### config.mk
export PLATFORM = sky130hd
export DESIGN_NAME = mouse_click_debounce_scroll_throttle
export DESIGN_NICKNAME = d
export VERILOG_FILES = /design/src/design/mcdst_pkg.sv /design/src/design/mcdst_scroll.sv /design/src/design/mouse_click_debounce_scroll_throttle.sv
export SDC_FILE = /design/constraint.sdc
export NUM_CORES = 1
export LEC_CHECK = 0
export ABC_CLOCK_PERIOD_IN_PS = 10100
export BUFFER_PORTS_ARGS = -buffer_cell sky130_fd_sc_hd__clkbuf_2
export CORE_ASPECT_RATIO = 1.2
export CORE_MARGIN = 4
export CORE_UTILIZATION = 40
export CTS_BUF_LIST = sky130_fd_sc_hd__clkbuf_16
export CTS_CLUSTER_SIZE = 28
export DETAILED_ROUTE_END_ITERATION = 8
export SYNTH_ARGS = -nofsm -noshare
export SYNTH_HDL_FRONTEND = slang
export SYNTH_SLANG_ARGS = --single-unit
### constraint.sdc
create_clock -name clk -period 10.1 [get_ports clk]
set_input_delay 1.01 -clock clk [delete_from_list [all_inputs] [get_ports clk]]
set_output_delay 1.01 -clock clk [all_outputs]
set_load 0.02 [all_outputs]
### src/design/mcdst_pkg.sv
// Shared types and codes for the mouse click debounce and scroll throttle block.
package mcdst_pkg;

	// Command codes on the input channel
	localparam logic [2:0] CMD_LEFT_DOWN = 3'd0;
	localparam logic [2:0] CMD_WHEEL     = 3'd6;
	localparam logic [2:0] CMD_OTHER     = 3'd7;

	// Result codes
	localparam logic [2:0] EV_LEFT        = 3'd0;
	localparam logic [2:0] EV_MIDDLE      = 3'd1;
	localparam logic [2:0] EV_RIGHT       = 3'd2;
	localparam logic [2:0] EV_SCROLL_UP   = 3'd3;
	localparam logic [2:0] EV_SCROLL_DOWN = 3'd4;

	// Button indexes (command >> 1)
	localparam logic [1:0] BTN_LEFT   = 2'd0;
	localparam logic [1:0] BTN_MIDDLE = 2'd1;
	localparam logic [1:0] BTN_RIGHT  = 2'd2;

	// Configuration register indexes
	localparam int unsigned CFG_IDX_W = 8;
	localparam logic [CFG_IDX_W-1:0] REG_HOOK_ENABLE  = 8'd0;
	localparam logic [CFG_IDX_W-1:0] REG_TRIG_PRESS   = 8'd1;
	localparam logic [CFG_IDX_W-1:0] REG_SCROLL_THR   = 8'd2;
	localparam logic [CFG_IDX_W-1:0] REG_SCROLL_MIN   = 8'd3;

	// Reset values of the configuration registers
	localparam logic [15:0] RST_SCROLL_THR = 16'd60;
	localparam logic [15:0] RST_SCROLL_MIN = 16'd25;

	typedef struct packed {
		logic [15:0] threshold;
		logic [15:0] min_interval;
	} scroll_cfg_t;

	typedef struct packed {
		logic fire;
		logic down;
	} scroll_res_t;

endpackage

### src/design/mcdst_scroll.sv
// Wheel accumulator and scroll rate limiter.
module mcdst_scroll (
	input  logic                   clk,
	input  logic                   arst_n,
	input  logic                   wheel_go,
	input  logic signed [15:0]     wheel_step,
	input  logic [31:0]            time_ms,
	input  mcdst_pkg::scroll_cfg_t cfg,
	output mcdst_pkg::scroll_res_t res
);

	logic signed [31:0] acc_q;
	logic [31:0]        last_scroll_q;

	logic signed [32:0] sum_wide;
	logic signed [31:0] acc_next;
	logic [31:0]        mag;
	logic [31:0]        elapsed;

	always_comb begin
		sum_wide = 33'(acc_q) + 33'(wheel_step);
		// saturate to the signed 32-bit range
		if (sum_wide[32] != sum_wide[31]) begin
			acc_next = sum_wide[32] ? 32'sh8000_0000 : 32'sh7FFF_FFFF;
		end else begin
			acc_next = sum_wide[31:0];
		end
		mag     = acc_next[31] ? (32'd0 - 32'(acc_next)) : 32'(acc_next);
		elapsed = time_ms - last_scroll_q;
		res.fire = (mag >= {16'd0, cfg.threshold}) && !elapsed[31]
			&& (elapsed >= {16'd0, cfg.min_interval});
		res.down = !(acc_next > 32'sd0);
	end

	always_ff @(posedge clk or negedge arst_n) begin
		if (!arst_n) begin
			acc_q         <= '0;
			last_scroll_q <= '0;
		end else if (wheel_go) begin
			if (res.fire) begin
				acc_q         <= '0;
				last_scroll_q <= time_ms;
			end else begin
				acc_q <= acc_next;
			end
		end
	end

endmodule

### src/design/mouse_click_debounce_scroll_throttle.sv
// Top level of the mouse click debounce and scroll throttle block.
//
// Input channel: in_valid/in_stall with command, wheel_step, time_ms and
// pass_only. Output channel: out_valid/out_stall with event_code. Each input
// transaction gives zero or one output transaction.
// A result is registered and presented in the cycle after its input transaction.
// Throughput: one input transaction per cycle; all state (click times, wheel
// accumulator, last scroll time) updates at the accepting edge, so the next
// event sees it at once. The single output register sets the rate: a new
// input is taken whenever that register is empty or drained in the same cycle.
// When the receiver stalls a held result, in_stall rises and the block holds
// everything until the result is taken.
// Reset clears the output register, click times, accumulator and scroll
// time, and loads the configuration registers with enable=1, press=1,
// threshold=60 and minimum interval=25.
// Configuration writes via cfg_we/cfg_index/cfg_data take effect at the
// next edge; indexes beyond the register list are ignored.
module mouse_click_debounce_scroll_throttle #(
	parameter int unsigned DEBOUNCE_MS = 30
) (
	input  logic                          clk,
	input  logic                          arst_n,
	input  logic                          in_valid,
	output logic                          in_stall,
	input  logic [2:0]                    command,
	input  logic signed [15:0]            wheel_step,
	input  logic [31:0]                   time_ms,
	input  logic                          pass_only,
	output logic                          out_valid,
	input  logic                          out_stall,
	output logic [2:0]                    event_code,
	input  logic                          cfg_we,
	input  logic [mcdst_pkg::CFG_IDX_W-1:0] cfg_index,
	input  logic [15:0]                   cfg_data
);

	logic                   hook_enable_q;
	logic                   trig_press_q;
	mcdst_pkg::scroll_cfg_t scroll_cfg_q;

	logic [31:0] last_click_q [3];
	logic        out_valid_q;
	logic [2:0]  event_code_q;

	logic                   in_acc;
	logic                   active;
	logic [1:0]             btn;
	logic [31:0]            btn_last;
	logic                   edge_match;
	logic                   click_fire;
	logic                   is_button;
	logic                   wheel_go;
	mcdst_pkg::scroll_res_t scroll_res;
	logic                   hit;
	logic [2:0]             hit_code;

	assign in_stall   = out_valid_q && out_stall;
	assign in_acc     = in_valid && !in_stall;
	assign out_valid  = out_valid_q;
	assign event_code = event_code_q;

	assign active    = in_acc && !pass_only && hook_enable_q;
	assign is_button = (command < mcdst_pkg::CMD_WHEEL);
	assign wheel_go  = active && (command == mcdst_pkg::CMD_WHEEL);
	assign btn       = command[2:1];

	always_comb begin
		unique case (btn)
			mcdst_pkg::BTN_LEFT:   btn_last = last_click_q[0];
			mcdst_pkg::BTN_MIDDLE: btn_last = last_click_q[1];
			mcdst_pkg::BTN_RIGHT:  btn_last = last_click_q[2];
			default:               btn_last = '0;
		endcase
		// even commands are presses
		edge_match = trig_press_q ? !command[0] : command[0];
		click_fire = active && is_button && edge_match
			&& ((time_ms - btn_last) >= 32'(DEBOUNCE_MS));
	end

	mcdst_scroll u_scroll (
		.clk         (clk),
		.arst_n      (arst_n),
		.wheel_go    (wheel_go),
		.wheel_step  (wheel_step),
		.time_ms     (time_ms),
		.cfg         (scroll_cfg_q),
		.res         (scroll_res)
	);

	always_comb begin
		hit      = click_fire || (wheel_go && scroll_res.fire);
		hit_code = mcdst_pkg::EV_LEFT;
		if (click_fire) begin
			unique case (btn)
				mcdst_pkg::BTN_LEFT:   hit_code = mcdst_pkg::EV_LEFT;
				mcdst_pkg::BTN_MIDDLE: hit_code = mcdst_pkg::EV_MIDDLE;
				default:               hit_code = mcdst_pkg::EV_RIGHT;
			endcase
		end else if (scroll_res.down) begin
			hit_code = mcdst_pkg::EV_SCROLL_DOWN;
		end else begin
			hit_code = mcdst_pkg::EV_SCROLL_UP;
		end
	end

	// click times
	always_ff @(posedge clk or negedge arst_n) begin
		if (!arst_n) begin
			last_click_q[0] <= '0;
			last_click_q[1] <= '0;
			last_click_q[2] <= '0;
		end else if (click_fire) begin
			if (btn == mcdst_pkg::BTN_LEFT)   last_click_q[0] <= time_ms;
			if (btn == mcdst_pkg::BTN_MIDDLE) last_click_q[1] <= time_ms;
			if (btn == mcdst_pkg::BTN_RIGHT)  last_click_q[2] <= time_ms;
		end
	end

	// output register
	always_ff @(posedge clk or negedge arst_n) begin
		if (!arst_n) begin
			out_valid_q <= 1'b0;
		end else if (in_acc) begin
			out_valid_q <= hit;
		end else if (!out_stall) begin
			out_valid_q <= 1'b0;
		end
	end

	always_ff @(posedge clk) begin
		if (in_acc && hit) begin
			event_code_q <= hit_code;
		end
	end

	// configuration registers
	always_ff @(posedge clk or negedge arst_n) begin
		if (!arst_n) begin
			hook_enable_q             <= 1'b1;
			trig_press_q              <= 1'b1;
			scroll_cfg_q.threshold    <= mcdst_pkg::RST_SCROLL_THR;
			scroll_cfg_q.min_interval <= mcdst_pkg::RST_SCROLL_MIN;
		end else if (cfg_we) begin
			unique case (cfg_index)
				mcdst_pkg::REG_HOOK_ENABLE: hook_enable_q             <= cfg_data[0];
				mcdst_pkg::REG_TRIG_PRESS:  trig_press_q              <= cfg_data[0];
				mcdst_pkg::REG_SCROLL_THR:  scroll_cfg_q.threshold    <= cfg_data;
				mcdst_pkg::REG_SCROLL_MIN:  scroll_cfg_q.min_interval <= cfg_data;
				default: ;
			endcase
		end
	end

endmodule

==> flow_summary.ini <==
[yosys]
synth_cells = 1786
syn_area_per_cell_um2 = 9.021
ys.flop_type = dfrtp_1
synth_edf_count = 3
synth-simple-area-share_pct = 15.17
synth_area_leader_cell = dfrtp_1
synth_top_family_by_area = compound AO/OA/AOI/OAI gates
ys_ff_latch = 198
synth_cell_types = 96
ys_warn_count = 0
synthArstFlopShare_pct = 98.48
seq_area_frac_synth_pct = 30.92
synth_compound_area_share_pct = 20.85
synthXorXnorAreaFrac_pct = 4.232
synthesis.area_mm2 = 0.01611
synth.area.top_cells = dfrtp_1, ha_1, mux2_2
synth_fp_nets = 1997
synth.mux.area_fraction_pct = 14.14
synthAdderAreaFrac_pct = 10.48
synth_top_cell_area_share_pct = 28.89

[route]
avgRoutedWirePerCell_um = 19.27
vias_per_cell = 5.813
wirelength_mm = 45.83
ant_nets = 0
route.vias.total = 13820
drt-pass1-iter-count = 5
drt_iter0_drc = 838
drc_errors = 0

[critical_path]
cp.arrival_ns = 8.57
cp_max_fo = 25
worst_setup_path_start_kind = primary input
cp.required_ns = 10.43
regToRegStartpoint = u_scroll.acc_q[16]
worstRegToRegCells = 25
reg2reg_to = u_scroll.last_scroll_q[1]
setup.worst_path.end_class = register
rrSetupSlack_ns = 2.43
worst-setup-path-type = primary input to register

[grt]
grt_max_degree = 82
grt_pass1_wl_mm = 74.69
grt_util_all_layers_pct = 21.10
grt_pass1_vias = 13980
antenna_found_initial = 1
overflow = 0

[hold_path]
hold_path_depth = 1
hp-start = u_scroll.last_scroll_q[16]
worstHoldEndpoint = u_scroll.last_scroll_q[16]
hold_class = register to register

[floorplanning]
chipWidth_um = 191.2
die_h_um = 227.9
pin_count = 86
core_mm2 = 0.03974
row_count = 80
start_util_pct = 40.54
dieArea_mm2 = 0.04357

[sta]
tightest_slew_ns = 1.215
period_share_pct = 81.68
maxSlewHeadroom_pct = 19.01
setup_viol = 0
min_period_ns = 8.249
slew_viol_final = 0
skew_ns = 0.01914
tns_ns = 0
fmax_mhz = 121.2
hold_violations = 0
setup_ws_ns = 1.851
rsz0062_at_grt = false

[finish]
nets = 2043
drive_above_1_share_pct = 17.40
synthToLayoutAreaGrowth_pct = 9.094
diodes = 0
design_area_mm2 = 0.01758
fin_util_pct = 44.23
nFillCells = 3927

[power_and_ir_drop]
total_power_uw = 2077
p_leak_uw = 0.007963
ir_drop_mv = 0.09554
powerDensity_mw_per_mm2 = 118.1

[placement]
place.gp.congestion = 0.9524
portBuffers = 85
dpl_cell_area_mm2 = 0.01703
hpwl_mm = 35.53
pre_cts_slack_ns = 1.523

[clock_tree]
numCtsBuffers = 17
post_cts_resized = 0
cts_root_buffer = clkbuf_16
clk_latency_ns = 0.45
post_cts_buffers = 0
clk_path_buf_depth = 2
clock-sinks = 198
cts_hold_buf = 0
htree_levels = 4
path_clk_slew_ns = 0.07
cts_tree = yes

[status]
status = completed

[run]
cap_violations = 0
[flip-flops by register name, indices dropped and copies added (netlist names)]
| name | count |
|---|---|
| trig_press_q | 1 |
| event_code | 3 |
| u_scroll.last_scroll_q | 32 |
| scroll_cfg_q | 32 |
| last_click_q | 96 |
| u_scroll.acc_q | 32 |
| hook_enable_q | 1 |
| out_valid | 1 |
[Yosys cell counts, types with 6 or more instances]
cell type / instances
dfrtp_1: 186
mux2_2: 138
a21oi_1: 137
nor2_1: 132
ha_1: 127
nand2_1: 126
inv_1: 92
o21ai_0: 82
nor3_1: 55
clkbuf_1: 52
xnor2_1: 46
mux2i_1: 42
a21o_1: 34
nand3_1: 33
nand2b_1: 32
xor2_1: 30
mux2_1: 27
o21ai_1: 26
o211ai_1: 25
o21a_1: 25
a211oi_1: 21
nand4_1: 21
a31oi_1: 19
nor4_1: 15
o211a_1: 15
and3_1: 14
o21bai_1: 13
o31ai_1: 13
nor2b_1: 11
or3_1: 11
a2111oi_0: 10
buf_2: 10
dfstp_2: 9
and2_1: 8
o22ai_1: 8
a311oi_1: 7
nand3b_1: 6
o31a_1: 6
or2_2: 6
[logic make-up (layout without fill, tap and decap cells)]
kind of cell               after synthesis  count (layout)
AOI/OAI and AO/OA                      503             503
xor gates and xnor gates                77              77
buffers and inverters                  167             226
adders and majority gates              134             134
DFF                                    198             198
and+or+nand+nor                        500             500
muxes                                  207             207
[worst max path at each step]
stage / start / end / depth (start not counted)
after global routing: wheel_step[15] / u_scroll.last_scroll_q[7] / 26
after detailed placement: wheel_step[15] / u_scroll.last_scroll_q[1] / 26
final: wheel_step[15] / u_scroll.last_scroll_q[1] / 26
after CTS: wheel_step[15] / u_scroll.last_scroll_q[1] / 26
after floorplan: wheel_step[0] / u_scroll.last_scroll_q[10] / 28
after global placement: wheel_step[15] / u_scroll.last_scroll_q[0] / 26
[critical path, cell delays in order]
cell	delay, ns
clkbuf_2	0.30
ha_1	0.63
a21oi_1	0.21
o21ai_0	0.40
a21oi_1	0.12
o311ai_1	0.51
o21ai_0	0.26
nor2_1	0.68
nor3_1	0.11
a21oi_1	0.26
ha_1	0.35
o31ai_1	0.14
nor3_1	0.27
a31oi_1	0.14
xnor2_1	0.17
ha_1	0.30
a21o_1	0.18
a211oi_1	0.22
a21oi_1	0.09
nor4_1	0.28
nand3_1	0.16
nor4_1	0.25
nand4_1	0.24
o21ai_4	0.66
buf_12	0.28
mux2_2	0.35
[report_power, final]
group	switching (µW)	leakage, µW	internal [µW]
Combinational	374	0.00499	223
Sequential	12.7	0.00270	820
Clock	326	0.000269	321
[metal layers]
metal	up-vias	routed length, µm	global-route usage [%]
li1	6685	-	-
met1	6678	19160	26.09
met2	371	23340	37.64
met3	87	1825	2.645
met4	2	1482	7.342
met5	-	13	0
[layout make-up]
class	count	area (µm²)	share of cell area, %
inverter	93	349.1	1.986
clock inverter	15	123.9	0.7047
timing repair buffer	101	566.8	3.225
clock buffer	17	425.4	2.420
multi-input combinational	1421	10460	59.53
tap	533	666.9	3.794
sequential	198	4981	28.34
[placed cells by master, fill, tap and decap left out, drive strengths merged, types with 7 or more instances in the layout]
cell / instances
mux2i: 42
o21ai: 110
a311oi: 7
o22ai: 9
ha: 127
o211a: 15
o31ai: 15
clkinv: 7
nor2: 135
a2111oi: 12
o21bai: 13
and2: 8
nand2: 126
xor2: 30
dfstp: 9
inv: 99
o21a: 25
nor3: 55
and3: 15
buf: 16
nand2b: 32
nor4: 15
a211oi: 24
xnor2: 47
or2: 8
o211ai: 26
nand3: 35
a21o: 34
a31oi: 19
nand4: 21
mux2: 165
a21oi: 142
clkbuf: 102
nor2b: 11
dfrtp: 186
or3: 13
[per-stage QoR]
| stage | std cells | hold slack (ns) |
|---|---|---|
| 2_1_floorplan | 1786 | 0.4526 |
| 3_3_place_gp | 2346 | 0.4730 |
| 3_5_place_dp | 2346 | 0.4804 |
| 4_1_cts | 2378 | 0.4967 |
| 5_1_grt | 2378 | 0.4998 |
| 6_report | 2378 | 0.4912 |
Note: power is estimated with default switching activity, not from simulation.
